<file path="src/scmf_pkg.sv">
// Shared types and constants for the checksum message framer.
// Holds the job record passed from the front end to the back end.
// No dependencies.
package scmf_pkg;

  // Protocol selector codes
  localparam logic [1:0] PROTO_MCU    = 2'd0;
  localparam logic [1:0] PROTO_SECOND = 2'd1;
  localparam logic [1:0] PROTO_GUI    = 2'd2;
  localparam logic [1:0] PROTO_NONE   = 2'd3;

  // Sync byte pairs
  localparam logic [7:0] SYNC_MCU_1    = 8'hff;
  localparam logic [7:0] SYNC_MCU_2    = 8'h55;
  localparam logic [7:0] SYNC_SECOND_1 = 8'haa;
  localparam logic [7:0] SYNC_SECOND_2 = 8'h33;
  localparam logic [7:0] SYNC_GUI_1    = 8'hbb;
  localparam logic [7:0] SYNC_GUI_2    = 8'h44;

  // Input command codes
  localparam logic CMD_HEADER  = 1'b0;
  localparam logic CMD_PAYLOAD = 1'b1;

  // Header layout in the job byte slots
  localparam int HDR_BYTES = 7;
  localparam int SLOT_W    = 3;
  localparam logic [SLOT_W-1:0] SLOT_LEN      = SLOT_W'(HDR_BYTES - 1);
  localparam logic [SLOT_W-1:0] SLOT_HDR_SUM  = SLOT_W'(HDR_BYTES);
  localparam logic [SLOT_W-1:0] SLOT_PAY_SUM  = SLOT_W'(1);
  localparam logic [SLOT_W-1:0] SLOT_FIRST    = SLOT_W'(0);

  // Job queue depth
  localparam int QDEPTH = 2;
  localparam int QPTR_W = (QDEPTH > 1) ? $clog2(QDEPTH) : 1;
  localparam int QCNT_W = $clog2(QDEPTH + 1);

  typedef enum logic [1:0] {
    JOB_HDR = 2'd0,
    JOB_PAY = 2'd1,
    JOB_MIS = 2'd2
  } job_kind_t;

  // One classified item: header bytes in slots 0..6, payload byte in slot 0
  typedef struct packed {
    job_kind_t             kind;
    logic [7:0][7:0]       bytes;
    logic                  close;
  } job_t;

  // Queue status seen by the producer and consumer
  typedef struct packed {
    logic full;
    logic valid;
  } q_status_t;

endpackage

</file>
<file path="src/scmf_front.sv">
// Front end of the framer: accepts input beats and tracks frame state.
// Queues a job per beat, none for a PROTO_NONE header. Uses scmf_pkg.
module scmf_front (
  input  logic             clk,
  input  logic             rst,
  input  logic             s_tvalid,
  output logic             s_tready,
  input  logic [55:0]      s_tdata,
  input  logic             s_tuser,
  input  logic             q_full,
  output logic             push,
  output scmf_pkg::job_t   push_job
);

  logic       frame_open;
  logic [7:0] bytes_left;
  logic       accept;

  logic [1:0] protocol;
  logic [7:0] src_addr;
  logic [7:0] dest_addr;
  logic [7:0] msg_type;
  logic [7:0] command_code;
  logic [7:0] payload_length;
  logic [7:0] payload_byte;
  logic [7:0] sync1;
  logic [7:0] sync2;
  logic [7:0] type_byte;

  // Unpack the beat
  assign protocol       = s_tdata[1:0];
  assign src_addr       = s_tdata[9:2];
  assign dest_addr      = s_tdata[17:10];
  assign msg_type       = s_tdata[25:18];
  assign command_code   = s_tdata[33:26];
  assign payload_length = s_tdata[41:34];
  assign payload_byte   = s_tdata[49:42];

  assign s_tready = !q_full;
  assign accept   = s_tvalid && s_tready;

  // Resolve sync bytes and type byte from the protocol
  always_comb begin
    sync1     = scmf_pkg::SYNC_GUI_1;
    sync2     = scmf_pkg::SYNC_GUI_2;
    type_byte = msg_type;
    unique case (protocol)
      scmf_pkg::PROTO_MCU: begin
        sync1 = scmf_pkg::SYNC_MCU_1;
        sync2 = scmf_pkg::SYNC_MCU_2;
      end
      scmf_pkg::PROTO_SECOND: begin
        sync1 = scmf_pkg::SYNC_SECOND_1;
        sync2 = scmf_pkg::SYNC_SECOND_2;
      end
      default: begin
        type_byte = 8'h00;
      end
    endcase
  end

  // Build the job for this beat
  always_comb begin
    push_job       = '0;
    push_job.kind  = scmf_pkg::JOB_MIS;
    push           = 1'b0;
    if (s_tuser == scmf_pkg::CMD_HEADER) begin
      push_job.kind  = scmf_pkg::JOB_HDR;
      push_job.bytes = {8'h00, payload_length, command_code, type_byte,
                        dest_addr, src_addr, sync2, sync1};
      push_job.close = (payload_length == 8'h00);
      push           = accept && (protocol != scmf_pkg::PROTO_NONE);
    end else if (frame_open) begin
      push_job.kind     = scmf_pkg::JOB_PAY;
      push_job.bytes[0] = payload_byte;
      push_job.close    = (bytes_left == 8'd1);
      push              = accept;
    end else begin
      push = accept;
    end
  end

  // Track the open frame
  always_ff @(posedge clk) begin
    if (rst) begin
      frame_open <= 1'b0;
      bytes_left <= 8'h00;
    end else if (accept) begin
      if (s_tuser == scmf_pkg::CMD_HEADER) begin
        frame_open <= (protocol != scmf_pkg::PROTO_NONE) && (payload_length != 8'h00);
        bytes_left <= (protocol != scmf_pkg::PROTO_NONE) ? payload_length : 8'h00;
      end else if (frame_open) begin
        bytes_left <= bytes_left - 8'd1;
        if (bytes_left == 8'd1) begin
          frame_open <= 1'b0;
        end
      end
    end
  end

endmodule

</file>
<file path="src/scmf_queue.sv">
// Short job queue between the front and back ends of the framer.
// Register based FIFO of scmf_pkg::job_t, depth scmf_pkg::QDEPTH.
module scmf_queue (
  input  logic                  clk,
  input  logic                  rst,
  input  logic                  push,
  input  scmf_pkg::job_t        push_job,
  input  logic                  pop,
  output scmf_pkg::job_t        head,
  output scmf_pkg::q_status_t   status
);

  scmf_pkg::job_t                   slots [scmf_pkg::QDEPTH];
  logic [scmf_pkg::QPTR_W-1:0]      wr_ptr;
  logic [scmf_pkg::QPTR_W-1:0]      rd_ptr;
  logic [scmf_pkg::QCNT_W-1:0]      count;

  localparam logic [scmf_pkg::QPTR_W-1:0] PTR_LAST = scmf_pkg::QPTR_W'(scmf_pkg::QDEPTH - 1);
  localparam logic [scmf_pkg::QCNT_W-1:0] CNT_FULL = scmf_pkg::QCNT_W'(scmf_pkg::QDEPTH);

  assign head         = slots[rd_ptr];
  assign status.full  = (count == CNT_FULL);
  assign status.valid = (count != '0);

  // Store entries
  always_ff @(posedge clk) begin
    if (push) begin
      slots[wr_ptr] <= push_job;
    end
  end

  // Advance pointers and count
  always_ff @(posedge clk) begin
    if (rst) begin
      wr_ptr <= '0;
      rd_ptr <= '0;
      count  <= '0;
    end else begin
      if (push) begin
        wr_ptr <= (wr_ptr == PTR_LAST) ? '0 : wr_ptr + 1'b1;
      end
      if (pop) begin
        rd_ptr <= (rd_ptr == PTR_LAST) ? '0 : rd_ptr + 1'b1;
      end
      if (push && !pop) begin
        count <= count + 1'b1;
      end else if (pop && !push) begin
        count <= count - 1'b1;
      end
    end
  end

endmodule

</file>
<file path="src/scmf_back.sv">
// Back end of the framer: expands jobs into output beats.
// Keeps the running byte sum and the output register. Uses scmf_pkg.
module scmf_back (
  input  logic                clk,
  input  logic                rst,
  input  logic                q_valid,
  input  scmf_pkg::job_t      job,
  output logic                pop,
  output logic                m_tvalid,
  input  logic                m_tready,
  output logic [7:0]          m_tdata,
  output logic                m_tlast,
  output logic                m_tuser
);

  logic [scmf_pkg::SLOT_W-1:0] slot;
  logic [7:0]                  running_sum;
  logic [7:0]                  running_sum_next;
  logic [7:0]                  cur_byte;
  logic                        cur_end;
  logic                        cur_mis;
  logic                        last;
  logic                        advance;

  assign advance = q_valid && (!m_tvalid || m_tready);
  assign pop     = advance && last;

  // Select the byte for the current slot of the job
  always_comb begin
    cur_byte = 8'h00;
    cur_end  = 1'b0;
    cur_mis  = 1'b0;
    last     = 1'b1;
    unique case (job.kind)
      scmf_pkg::JOB_HDR: begin
        if (slot == scmf_pkg::SLOT_HDR_SUM) begin
          cur_byte = running_sum;
          cur_end  = 1'b1;
        end else begin
          cur_byte = job.bytes[slot];
          last     = (slot == scmf_pkg::SLOT_LEN) && !job.close;
        end
      end
      scmf_pkg::JOB_PAY: begin
        if (slot == scmf_pkg::SLOT_PAY_SUM) begin
          cur_byte = running_sum;
          cur_end  = 1'b1;
        end else begin
          cur_byte = job.bytes[0];
          last     = !job.close;
        end
      end
      default: begin
        cur_mis = 1'b1;
      end
    endcase
  end

  // Fold the emitted byte into the sum; a header restarts it
  always_comb begin
    priority if (cur_end) begin
      running_sum_next = 8'h00;
    end else if (cur_mis) begin
      running_sum_next = running_sum;
    end else if (job.kind == scmf_pkg::JOB_HDR && slot == scmf_pkg::SLOT_FIRST) begin
      running_sum_next = cur_byte;
    end else begin
      running_sum_next = running_sum + cur_byte;
    end
  end

  // Step through slots and sum
  always_ff @(posedge clk) begin
    if (rst) begin
      slot        <= scmf_pkg::SLOT_FIRST;
      running_sum <= 8'h00;
    end else if (advance) begin
      slot        <= last ? scmf_pkg::SLOT_FIRST : slot + 1'b1;
      running_sum <= running_sum_next;
    end
  end

  // Output register: load when empty or being drained
  always_ff @(posedge clk) begin
    if (rst) begin
      m_tvalid <= 1'b0;
    end else if (advance) begin
      m_tvalid <= 1'b1;
    end else if (m_tready) begin
      m_tvalid <= 1'b0;
    end
  end

  always_ff @(posedge clk) begin
    if (advance) begin
      m_tdata <= cur_byte;
      m_tlast <= cur_end;
      m_tuser <= cur_mis;
    end
  end

endmodule

</file>
<file path="src/sum_checksum_message_framer.sv">
// Top level of the byte sum checksum message framer.
// Ties scmf_front, scmf_queue and scmf_back together. Uses scmf_pkg.
//
//  channel | dir | handshake           | content
//  s_      | in  | s_tvalid / s_tready | header or payload item, cmd on s_tuser
//  m_      | out | m_tvalid / m_tready | frame byte, checksum on m_tlast
//
// An input beat is taken whenever the two-entry job queue has
// room; a header yields 7 output beats (8 with an empty payload), a payload
// item 1 (2 when it closes the frame), a misplaced payload item 1.
// The output register moves one beat per cycle while m_tready is high, so
// payload streams at one item per cycle and header bursts drain at the output rate.
// Reset is synchronous and clears frame state, the queue and m_tvalid.
// A stall on m_tready holds the output beat and fills the queue, which then
// drops s_tready.
module sum_checksum_message_framer (
  input  logic        clk,
  input  logic        rst,
  input  logic        s_tvalid,
  output logic        s_tready,
  input  logic [55:0] s_tdata,   // protocol[1:0], src_addr[9:2], dest_addr[17:10],
                                 // msg_type[25:18], command_code[33:26],
                                 // payload_length[41:34], payload_byte[49:42], zero
  input  logic        s_tuser,   // cmd[0]
  output logic        m_tvalid,
  input  logic        m_tready,
  output logic [7:0]  m_tdata,   // out_byte[7:0]
  output logic        m_tlast,
  output logic        m_tuser    // misuse[0]
);

  logic                  push;
  logic                  pop;
  scmf_pkg::job_t        push_job;
  scmf_pkg::job_t        head;
  scmf_pkg::q_status_t   q_status;

  scmf_front u_front (
    .clk      (clk),
    .rst      (rst),
    .s_tvalid (s_tvalid),
    .s_tready (s_tready),
    .s_tdata  (s_tdata),
    .s_tuser  (s_tuser),
    .q_full   (q_status.full),
    .push     (push),
    .push_job (push_job)
  );

  scmf_queue u_queue (
    .clk      (clk),
    .rst      (rst),
    .push     (push),
    .push_job (push_job),
    .pop      (pop),
    .head     (head),
    .status   (q_status)
  );

  scmf_back u_back (
    .clk      (clk),
    .rst      (rst),
    .q_valid  (q_status.valid),
    .job      (head),
    .pop      (pop),
    .m_tvalid (m_tvalid),
    .m_tready (m_tready),
    .m_tdata  (m_tdata),
    .m_tlast  (m_tlast),
    .m_tuser  (m_tuser)
  );

  // A misuse beat never closes a frame
  a_mis_not_last: assert property (@(posedge clk) disable iff (rst)
    m_tvalid && m_tuser |-> !m_tlast)
    else $error("misuse beat marked as frame end");

  // A misuse beat carries a zero byte
  a_mis_zero: assert property (@(posedge clk) disable iff (rst)
    m_tvalid && m_tuser |-> m_tdata == 8'h00)
    else $error("misuse beat carries data");

  // The back end only retires jobs that are present
  a_pop_valid: assert property (@(posedge clk) disable iff (rst)
    pop |-> q_status.valid)
    else $error("job popped from empty queue");

  // Nothing enters a full queue
  a_push_room: assert property (@(posedge clk) disable iff (rst)
    push |-> !q_status.full)
    else $error("job pushed into full queue");

endmodule
</file>
<file path="config.mk">
export PLATFORM = sky130hd
export DESIGN_NAME = sum_checksum_message_framer
export DESIGN_NICKNAME = d
export VERILOG_FILES = /design/src/scmf_pkg.sv /design/src/scmf_front.sv /design/src/scmf_queue.sv /design/src/scmf_back.sv /design/src/sum_checksum_message_framer.sv
export SDC_FILE = /design/constraint.sdc
export NUM_CORES = 1
export LEC_CHECK = 0
export ABC_AREA = 1
export BUFFER_PORTS_ARGS = -buffer_cell sky130_fd_sc_hd__buf_4
export CAP_MARGIN = 10
export CORE_UTILIZATION = 52
export CTS_BUF_LIST = sky130_fd_sc_hd__clkbuf_8
export DETAILED_ROUTE_END_ITERATION = 6
export PLACE_DENSITY = 0.76
export SYNTH_ARGS = -nofsm -noshare
export SYNTH_HDL_FRONTEND = slang
export SYNTH_SLANG_ARGS = --single-unit
</file>
<file path="constraint.sdc">
create_clock -name clk -period 5.75 [get_ports clk]
set_input_delay 1.15 -clock clk [delete_from_list [all_inputs] [get_ports clk]]
set_output_delay 1.15 -clock clk [all_outputs]
set_load 0.01 [all_outputs]
</file>
==> impl_metrics.env, run 1 <==
export IMPL_outcome="completed"
export IMPL_crit_path_end="u_back.running_sum[7]"
export IMPL_htreeDepth=4
export IMPL_dp_cells=969
export IMPL_placed_area_sq_um=7649
export IMPL_gr_total_overflow=0
export IMPL_slew_headroom_pct=50.95
export IMPL_maxSlewViolCount=0
export IMPL_first_iter_violations=433
export IMPL_clock_path_buffers=2
export IMPL_diodes=0
export IMPL_synthFlopType="edfxtp_1"
export IMPL_cp_arrival_ns=3.55
export IMPL_synth_area_sq_um=7019
export IMPL_initial_core_util_pct=53.22
export IMPL_wl_per_cell_um=15.65
export IMPL_ys_top_cells_by_area="edfxtp_1, dfxtp_1, nand2_1, nor2_1, inv_1"
export IMPL_intPower_mw=2.218
export IMPL_synth_edf_count=118
export IMPL_synth_seq_cells=144
export IMPL_worstReg2RegEnd="u_back.running_sum[7]"
export IMPL_mappedNetlistNets=823
export IMPL_synthAdderAreaFrac_pct=2.781
export IMPL_layout_cells_non_filler=1001
export IMPL_clock_sinks=144
export IMPL_first_pass_iters=5
export IMPL_rsz0062_at_grt="no"
export IMPL_worst_path_stages=20
export IMPL_grt_pass1_wl_um=25460
export IMPL_cts_setup_buffers=0
export IMPL_core_rowCount=42
export IMPL_clock_latency_ns=0.45
export IMPL_crit_path_frequent_cell="nand2_1"
export IMPL_clk_pin_slew_ns=0.08
export IMPL_leakage_nw=3.399
export IMPL_fillCellCount=1122
export IMPL_drc=0
export IMPL_postRouteAntennaNets=0
export IMPL_switching_share_pct=40.84
export IMPL_synth_xor_xnor_area_share_pct=0.4991
export IMPL_hold_violations=0
export IMPL_setup_viol=0
export IMPL_max_freq_mhz=311.7
export IMPL_multi_input_area_sq_um=2414
export IMPL_cts_root_buffer="clkbuf_8"
export IMPL_cts_tree="yes"
export IMPL_cpLargestDelayFamily="simple AND/OR/NAND/NOR gates"
export IMPL_via_per_inst=5.401
export IMPL_synth_top_family_by_area="simple AND/OR/NAND/NOR gates"
export IMPL_slowest_stage="dfxtp_1"
export IMPL_nNetsFinal=888
export IMPL_yosys_area_top_type="edfxtp_1"
export IMPL_start_kind="flip-flop"
export IMPL_period_minus_slack_ns=3.208
export IMPL_ff_latch_area_sq_um=4065
export IMPL_timing_final_crit_share_pct=55.80
export IMPL_final_setup_worst_slack_ns=2.542
export IMPL_grt_max_degree=57
export IMPL_hold_buffers=0
export IMPL_r2r_slack_ns=2.54
export IMPL_ys_types=46
export IMPL_port_buffers=66
export IMPL_synth_async_sr_flop_share_pct=0
export IMPL_dp_hpwl_um=10740
export IMPL_postSynthCellCount=747
export IMPL_p_sw_mw=1.531
export IMPL_synth_area_mux_share_pct=0.5704
export IMPL_worst_path_max_fanout=17
export IMPL_die_w_um=118.2
export IMPL_required_ns=6.09
export IMPL_yosysWarnings=0
export IMPL_setup_worst_path_start="u_back.slot[1]"
export IMPL_finClkSkew_ns=0.007754
export IMPL_synth_top_area_share_pct=50.48
export IMPL_cap_violations=0
export IMPL_finalSetupTns_ns=0
export IMPL_min_path_cells=2
export IMPL_postCtsResizedCells=0
export IMPL_vdd_ir_drop_max_mv=0.2132
export IMPL_synth_compound_area_share_pct=12.71
export IMPL_pwr_share_comb_pct=42.0
export IMPL_power_density_nw_per_um2=469.3
export IMPL_layout_drive_gt1_share_pct=15.39
export IMPL_worst_slew_pin_transition_ns=0.7357
export IMPL_fin_area_sq_um=7988
export IMPL_dpl_worst_slack_ns=2.099
export IMPL_seq_area_frac_synth_pct=57.90
export IMPL_antenna_found_initial=0
export IMPL_die_area_sq_um=13970
export IMPL_p_clk_share_pct=18.7
export IMPL_wl_um=15670
export IMPL_synth_simple_area_share_pct=17.61
export IMPL_grt_usage_pct=23.68
export IMPL_area_delta_synth_final_pct=13.80
export IMPL_path_class="flip-flop to flip-flop"
export IMPL_syn_mean_instance_area_sq_um=9.397
export IMPL_seq_power_share_pct=39.3
export IMPL_cp_end_kind="flip-flop"
export IMPL_core_sq_um=13190
export IMPL_dieHeight_um=118.2
export IMPL_place_congestion=0.8666
export IMPL_cts_made_buffers=17
export IMPL_max_stage_delay_ns=0.45
export IMPL_critical_path_buf_inv_count=4
export IMPL_r2r_start="u_back.slot[1]"
export IMPL_hold_path_class="flip-flop to flip-flop"
export IMPL_fin_util_pct=60.56
export IMPL_grt_pass1_vias=5314
export IMPL_via_count=5406
export IMPL_ios=73
export IMPL_worstPathCellList="inv_2 -> ha_1 -> inv_1 -> nor2_1 -> inv_1 -> nand2_1 -> inv_1 -> a21oi_1 -> nand2_1 -> ha_1 -> a21oi_1 -> o21bai_1 -> a21oi_1 -> nand2_1 -> nand2_1 -> nand2_1 -> nand2_1 -> nand2_1 -> nand2_1 -> a21oi_2"
export IMPL_r2r_worst_path_cells=20
## cells in the mapped netlist (all sizes together), types with 7 or more instances
| cell type | number |
|---|---|
| o22ai | 8 |
| dfxtp | 26 |
| nand2 | 147 |
| edfxtp | 118 |
| o211ai | 11 |
| ha | 14 |
| nand3 | 31 |
| clkbuf | 11 |
| o21ai | 55 |
| a221oi | 7 |
| inv | 107 |
| a21oi | 46 |
| nor2 | 112 |
| buf | 15 |
## kinds of logic (layout without fill, tap and decap cells)
family / after synthesis / after routing
AND/OR/NAND/NOR: 297 / 297
adder cells (fa/ha/maj): 15 / 15
AO/OA/AOI/OAI: 148 / 148
flip-flops: 144 / 144
multiplexers: 4 / 4
XOR/XNOR: 4 / 4
buffers and inverters: 135 / 213
## tightest hold or removal path, stage by stage (launching register included)
cell     delay (ns)
dfxtp_1        0.31
inv_1          0.08
a21oi_1        0.07
## per-layer routing
layer  share of wire [%]  global-route usage [%]  vias to the layer above
li1                    -                       -                     2633
met1                  41                   27.89                     2520
met2                  49                   40.07                      198
met3                 5.6                   5.068                       55
met4                 4.4                   13.62                        0
met5                   0                       0                        -
## registers in the layout (all words and copies together) (netlist names), named ones only
| name | cells |
|---|---|
| u_queue.slots | 108 |
| u_back.m_tdata | 8 |
| u_back.running_sum | 8 |
| u_front.bytes_left | 8 |
| u_back.slot | 3 |
| u_queue.count | 2 |
| u_back.m_tlast | 1 |
| u_back.m_tuser | 1 |
| u_back.m_tvalid | 1 |
| u_front.frame_open | 1 |
| u_queue.rd_ptr | 1 |
| u_queue.wr_ptr | 1 |
## how the worst min path moves through the flow
| stage | from | to | slack, ns |
|---|---|---|---|
| floorplan | u_queue.rd_ptr | flip-flop | 0.45 |
| global placement | u_queue.rd_ptr | flip-flop | 0.46 |
| detailed placement | u_queue.rd_ptr | flip-flop | 0.47 |
| CTS | u_queue.rd_ptr | flip-flop | 0.49 |
| global route | u_queue.rd_ptr | u_queue.rd_ptr | 0.51 |
| finish | u_queue.rd_ptr | flip-flop | 0.49 |
## power by group through the flow
stage | logic, mW | clock network [mW] | registers [mW]
after floorplan | 1.14 | 0 | 1.49
after global placement | 1.51 | 0 | 1.49
after detailed placement | 1.56 | 0 | 1.50
after CTS | 1.57 | 0.711 | 1.47
after global routing | 1.76 | 0.751 | 1.49
final | 1.57 | 0.700 | 1.47
## layout by cell type (no fill, tap or decap), types with 6 or more instances in the layout
| cell type | n |
|---|---|
| a21oi_1 | 43 |
| nand3_1 | 29 |
| nor2_1 | 104 |
| clkinv_1 | 6 |
| buf_4 | 72 |
| nand2_2 | 9 |
| dfxtp_1 | 25 |
| ha_1 | 14 |
| nand2_1 | 138 |
| o21ai_0 | 54 |
| a221oi_1 | 7 |
| o211ai_1 | 11 |
| nor2_4 | 6 |
| inv_1 | 105 |
| o22ai_1 | 8 |
| clkbuf_8 | 17 |
| edfxtp_1 | 118 |
## per-stage QoR
| step | hold slack [ns] | total power, mW |
|---|---|---|
| after global routing | 0.5113 | 4.008 |
| after detailed placement | 0.4663 | 3.055 |
| after global placement | 0.4588 | 2.992 |
| after CTS | 0.4882 | 3.754 |
| after floorplan | 0.4476 | 2.628 |
| final | 0.4948 | 3.749 |
## layout make-up
type / count / area share, %
Sequential cell: 144 / 50.89
Multi-Input combinational cell: 468 / 30.22
Timing Repair Buffer: 72 / 6.767
Inverter: 109 / 5.122
Clock buffer: 17 / 2.929
Tap cell: 176 / 2.757
Clock inverter: 15 / 1.316
No activity file was read; power rests on OpenSTA's default activity.
==> inputs of run 2 (changes only) <==
- ABC_AREA: 1 -> 0
- PLACE_DENSITY: 0.76 -> 0.79
- clock period: 5.75 -> 2.55 ns (I/O delays scaled with it)
==> impl_metrics.env, run 2 <==
export IMPL_outcome="complete, but fails checks"
export IMPL_failed_checks="negative setup slack"
export IMPL_wl_um=17760
export IMPL_synth_commonest_cells="edfxtp_1, nand2_1, nor2_1"
export IMPL_postSynthCellCount=542
export IMPL_worstPathCellList="buf_4 -> buf_4 -> clkinv_2 -> ha_1 -> nor2b_2 -> a21boi_4 -> inv_2 -> a222oi_1 -> inv_1 -> ha_4 -> a21o_1 -> o31ai_2 -> o31a_1 -> o31a_1 -> o21ai_1 -> a21oi_2 -> mux4_2 -> a21oi_2"
export IMPL_slowest_stage="mux4_2"
export IMPL_layout_drive_gt1_share_pct=38.00
export IMPL_final_setup_worst_slack_ns=-1.298
export IMPL_ios=73
export IMPL_vdd_ir_drop_max_mv=0.4065
export IMPL_hold_violations=0
export IMPL_max_stage_delay_ns=0.52
export IMPL_min_path_cells=3
export IMPL_cp_end_kind="flip-flop"
export IMPL_dpl_worst_slack_ns=-1.233
export IMPL_yosysWarnings=0
export IMPL_maxSlewViolCount=0
export IMPL_cts_root_buffer="clkbuf_8"
export IMPL_regMostFlops="u_queue.slots"
export IMPL_wl_per_cell_um=19.89
export IMPL_rsz0062_at_grt="yes"
export IMPL_setup_worst_path_start="u_back.slot[1]"
export IMPL_setup_viol=9
export IMPL_seq_area_frac_synth_pct=59.25
export IMPL_synth_edf_count=118
export IMPL_port_buffers=66
export IMPL_drc=0
export IMPL_leakage_nw=3.464
export IMPL_finClkSkew_ns=0.01600
export IMPL_worstHoldEndpoint="u_back.m_tvalid"
export IMPL_core_sq_um=12720
export IMPL_synth_seq_cells=144
export IMPL_synth_top_area_share_pct=51.66
export IMPL_hold_path_class="input pin to flip-flop"
export IMPL_synth_area_sq_um=6859
export IMPL_grt_pass1_vias=5336
export IMPL_postRouteAntennaNets=0
export IMPL_hp_start="m_tready"
export IMPL_worst_slew_pin_transition_ns=0.6836
export IMPL_cp_arrival_ns=4.23
export IMPL_worst_path_stages=18
export IMPL_first_iter_violations=479
export IMPL_grt_usage_pct=28.01
export IMPL_ys_types=58
export IMPL_dp_hpwl_um=11520
export IMPL_via_per_inst=5.950
export IMPL_clk_pin_slew_ns=0.10
export IMPL_yosys_area_top_type="edfxtp_1"
export IMPL_area_delta_synth_final_pct=31.74
export IMPL_antenna_found_initial=0
export IMPL_period_minus_slack_ns=3.848
export IMPL_start_kind="flip-flop"
export IMPL_max_freq_mhz=259.9
export IMPL_r2r_worst_path_cells=18
export IMPL_slew_headroom_pct=54.43
export IMPL_synth_async_sr_flop_share_pct=0
export IMPL_cap_violations=0
export IMPL_grt_max_degree=55
export IMPL_clock_latency_ns=0.46
export IMPL_worstReg2RegEnd="u_back.running_sum[7]"
export IMPL_place_congestion=0.8780
export IMPL_core_rowCount=41
export IMPL_via_count=5313
export IMPL_placed_area_sq_um=8142
export IMPL_initial_core_util_pct=53.91
export IMPL_timing_final_crit_share_pct=150.9
export IMPL_path_class="flip-flop to flip-flop"
export IMPL_r2r_start="u_back.slot[1]"
export IMPL_r2r_slack_ns=-1.30
export IMPL_ys_top_cells_by_area="edfxtp_1, dfxtp_1, mux4_2, nor2b_1, mux2i_1"
export IMPL_final_common_cell="buf_4"
export IMPL_nNetsFinal=784
export IMPL_dieHeight_um=116.9
export IMPL_diodes=0
export IMPL_first_pass_iters=7
export IMPL_worst_path_max_fanout=4
export IMPL_grt_pass1_wl_um=27730
export IMPL_htreeDepth=4
export IMPL_final_cell_mix="buf_4, edfxtp_1, nand2_1"
export IMPL_critical_path_buf_inv_count=5
export IMPL_yosysMostFrequentCell="edfxtp_1"
export IMPL_cts_made_buffers=17
export IMPL_die_w_um=116.9
export IMPL_fin_area_sq_um=9036
export IMPL_clock_sinks=144
export IMPL_syn_mean_instance_area_sq_um=12.66
export IMPL_synthFlopType="edfxtp_1"
export IMPL_cpLargestDelayFamily="compound AO/OA/AOI/OAI gates"
export IMPL_clock_path_buffers=2
export IMPL_required_ns=2.93
export IMPL_largest_reg_flops=108
export IMPL_gr_total_overflow=0
export IMPL_power_density_nw_per_um2=1017
export IMPL_mappedNetlistNets=618
export IMPL_cts_tree="yes"
export IMPL_die_area_sq_um=13650
==> run 2: cell type report <==
cell class	count	area, sq um
clock buffer	17	234.0
clock inverter	15	209.0
fill	893	3686
inverter	18	71.32
multi-input combinational	353	2798
sequential	144	4076
tap	172	215.2
timing repair buffer	174	1433
==> run 2: logic make-up (layout without fill, tap and decap cells) <==
logic type | Yosys count | count (layout) | share of synthesized area (%)
mux | 44 | 44 | 9.139
simple gates | 169 | 169 | 12.51
flops | 144 | 144 | 59.25
fa+ha+maj | 15 | 15 | 2.846
compound gates | 116 | 116 | 11.77
buf+inv | 45 | 224 | 3.338
xor+xnor | 9 | 9 | 1.149
==> run 2: where the power goes <==
part / leakage, nW / total (mW) / switching (mW) / internal [mW]
clock network: 0.220 / 2.01 / 0.930 / 1.08
logic: 1.91 / 3.89 / 1.93 / 1.96
registers: 1.34 / 3.29 / 0.230 / 3.06
total: 3.46 / 9.19 / 3.09 / 6.10
==> run 2: how the worst max path moves through the flow <==
stage,slack [ns],endpoint
2_1_floorplan,-1.31,u_back.running_sum[7]
3_3_place_gp,-1.11,u_back.running_sum[7]
3_5_place_dp,-1.23,u_back.running_sum[6]
4_1_cts,-1.07,u_back.running_sum[7]
5_1_grt,-1.51,u_back.running_sum[7]
6_report,-1.30,u_back.running_sum[7]
==> run 2: metal layers <==
metal	wire length, um	track usage (%)	vias to the layer above
li1	-	-	2377
met1	6862	34.61	2571
met2	8878	46.31	305
met3	1363	5.664	60
met4	659	15.78	0
met5	0	0	-
==> run 2: through the flow <==
stage / utilization [%] / power [mW] / hold WS, ns / std cells / TNS [ns]
after floorplan: - / 5.174 / 0.4505 / 542 / -5.124
after global placement: 63.99 / 6.390 / 0.4829 / 835 / -6.451
after detailed placement: 63.99 / 6.493 / 0.4919 / 835 / -7.242
after CTS: 69.87 / 8.895 / 0.3190 / 898 / -7.692
after global routing: 71.03 / 9.611 / 0.3509 / 893 / -9.655
final: 71.03 / 9.189 / 0.3507 / 893 / -8.345
==> run 2: what timing repair did <==
action | 4_1_cts | 5_1_grt
buffers inserted | 31 | 16
hold buffers | 0 | 0
setup endpoints to repair | 10 | 13
pin swaps | 16 | 16
gates resized for setup | 16 | 39
==> run 2: tightest hold or removal path: cells and delay by family <==
family	cells	cell delay [ns]
compound gates	1	0.06
buf+inv	1	0.07
simple gates	1	0.11
==> inputs of run 3 (changes only) <==
- PLACE_DENSITY: 0.79 -> 0.76
- clock period: 2.55 -> 4.3 ns (I/O delays scaled with it)
==> impl_metrics.env, run 3 (same netlist as run 2, synthesis figures left out) <==
export IMPL_via_per_inst=5.743
export IMPL_start_kind="flip-flop"
export IMPL_grt_pass1_vias=4490
export IMPL_timing_final_crit_share_pct=94.22
export IMPL_vdd_ir_drop_max_mv=0.2772
export IMPL_path_class="flip-flop to flip-flop"
export IMPL_finalSetupTns_ns=0
export IMPL_final_cell_mix="edfxtp_1, buf_4, nand2_1"
export IMPL_grt_usage_pct=23.13
export IMPL_place_congestion=0.8799
export IMPL_diodes=0
export IMPL_intPower_mw=3.055
export IMPL_first_pass_iters=5
export IMPL_regMostFlops="u_queue.slots"
export IMPL_clock_latency_ns=0.45
export IMPL_period_minus_slack_ns=4.051
export IMPL_first_iter_violations=338
export IMPL_largest_reg_flops=108
export IMPL_slew_headroom_pct=36.10
export IMPL_seq_power_share_pct=42.4
export IMPL_clock_sinks=144
export IMPL_pwr_share_comb_pct=33.8
export IMPL_clock_path_buffers=2
export IMPL_worstPathCellList="buf_4 -> nand2b_1 -> o21ai_0 -> a21oi_1 -> o21ai_0 -> a222oi_1 -> buf_4 -> inv_1 -> ha_1 -> a21o_1 -> o31ai_1 -> o31a_1 -> o31a_1 -> o21ai_1 -> a21oi_1 -> mux4_2 -> a21oi_2"
export IMPL_r2r_start="u_back.slot[0]"
export IMPL_fillCellCount=1037
export IMPL_die_w_um=116.9
export IMPL_required_ns=4.69
export IMPL_postRouteAntennaNets=0
export IMPL_power_density_nw_per_um2=576.4
export IMPL_via_count=4589
export IMPL_r2r_worst_path_cells=17
export IMPL_final_common_cell="edfxtp_1"
export IMPL_hold_path_class="flip-flop to flip-flop"
export IMPL_max_freq_mhz=246.8
export IMPL_cts_tree="yes"
export IMPL_port_buffers=66
export IMPL_wl_per_cell_um=18.28
export IMPL_cp_end_kind="flip-flop"
export IMPL_outcome="completed"
export IMPL_max_stage_delay_ns=0.53
export IMPL_core_rowCount=41
export IMPL_dpl_worst_slack_ns=0.1557
export IMPL_maxSlewViolCount=0
export IMPL_setup_viol=0
export IMPL_setup_worst_path_start="u_back.slot[0]"
export IMPL_final_setup_worst_slack_ns=0.2485
export IMPL_ios=73
export IMPL_switching_share_pct=33.29
export IMPL_worst_path_max_fanout=21
export IMPL_grt_max_degree=55
export IMPL_dp_hpwl_um=10050
export IMPL_p_clk_share_pct=23.8
export IMPL_p_sw_mw=1.525
export IMPL_drc=0
export IMPL_antenna_found_initial=0
export IMPL_leakage_nw=2.923
export IMPL_min_path_cells=2
export IMPL_r2r_slack_ns=0.25
export IMPL_initial_core_util_pct=53.91
export IMPL_grt_pass1_wl_um=22880
export IMPL_htreeDepth=4
export IMPL_slowest_stage="mux4_2"
export IMPL_worst_path_stages=17
export IMPL_critical_path_buf_inv_count=3
export IMPL_rsz0062_at_grt="no"
export IMPL_wl_um=14600
export IMPL_cts_made_buffers=17
export IMPL_hp_start="u_back.running_sum[5]"
export IMPL_nNetsFinal=690
export IMPL_cts_root_buffer="clkbuf_8"
export IMPL_gr_total_overflow=0
export IMPL_cap_violations=0
export IMPL_die_area_sq_um=13650
export IMPL_clk_pin_slew_ns=0.08
export IMPL_area_delta_synth_final_pct=15.83
export IMPL_hold_violations=0
export IMPL_layout_drive_gt1_share_pct=22.81
export IMPL_finClkSkew_ns=0.01283
export IMPL_worst_slew_pin_transition_ns=0.9566
export IMPL_cp_arrival_ns=4.45
export IMPL_core_sq_um=12720
export IMPL_dieHeight_um=116.9
export IMPL_cpLargestDelayFamily="compound AO/OA/AOI/OAI gates"
## run 3: cell count changes in the layout (fill, tap and decap cells not counted), sizes merged
cell	change
buf	-94
clkinvlp	-1
bufinv	-1
clkinv	+4
inv	-2
## run 3: what timing repair did
| action | CTS | global route |
|---|---|---|
| resized for setup | 0 | 1 |
| hold buffers | 0 | 0 |
| endpoints found under the setup margin | 0 | 1 |
| buffers inserted | 0 | 1 |
## run 3: cell type report
type                    count  area, sq um  share of cell area [%]
flip-flops and latches    144         4068                   51.20
multi-input cells         353         2581                   32.49
repair buffers             80        613.1                   7.717
clock buffers              17        234.0                   2.945
well taps                 172        215.2                   2.709
clock inverters            15        166.4                   2.094
inverters                  18        67.56                  0.8504
## run 3: layer usage
layer | track usage [%] | part of all wire [%] | vias up
li1 | - | - | 2193
met1 | 30.08 | 44 | 2213
met2 | 36.92 | 48 | 161
met3 | 5.973 | 6.2 | 22
met4 | 10.04 | 2.4 | 0
met5 | 0 | 0 | -
## run 3: stage by stage
stage / power (mW) / hold WS [ns] / utilization (%) / instances / area, sq um
6_report: 4.579 / 0.5034 / 62.45 / 799 / 7945
5_1_grt: 4.833 / 0.5237 / 62.45 / 799 / 7945
3_5_place_dp: 3.508 / 0.4909 / 59.23 / 766 / 7535
3_3_place_gp: 3.462 / 0.4845 / 59.23 / 766 / 7535
2_1_floorplan: 3.039 / 0.4505 / - / 542 / 6859
4_1_cts: 4.602 / 0.5011 / 62.37 / 798 / 7935
## run 3: tightest hold or removal path: cells and delay by family (launching register included)
| family | cells | cell delay, ns |
|---|---|---|
| DFF | 1 | 0.34 |
| AOI/OAI and AO/OA | 1 | 0.06 |
| and+or+nand+nor | 1 | 0.06 |
## run 3: power by group through the flow
stage / Clock [mW] / Combinational (mW) / Sequential (mW)
2_1_floorplan: 0 / 1.08 / 1.96
4_1_cts: 1.12 / 1.54 / 1.94
6_report: 1.09 / 1.55 / 1.94
3_5_place_dp: 0 / 1.53 / 1.97
3_3_place_gp: 0 / 1.50 / 1.96
5_1_grt: 1.17 / 1.69 / 1.97
## run 3: worst paths after layout
kind                            to
max          u_back.running_sum[7]
min          u_back.running_sum[5]
max reg2reg  u_back.running_sum[7]
min reg2reg  u_back.running_sum[5]
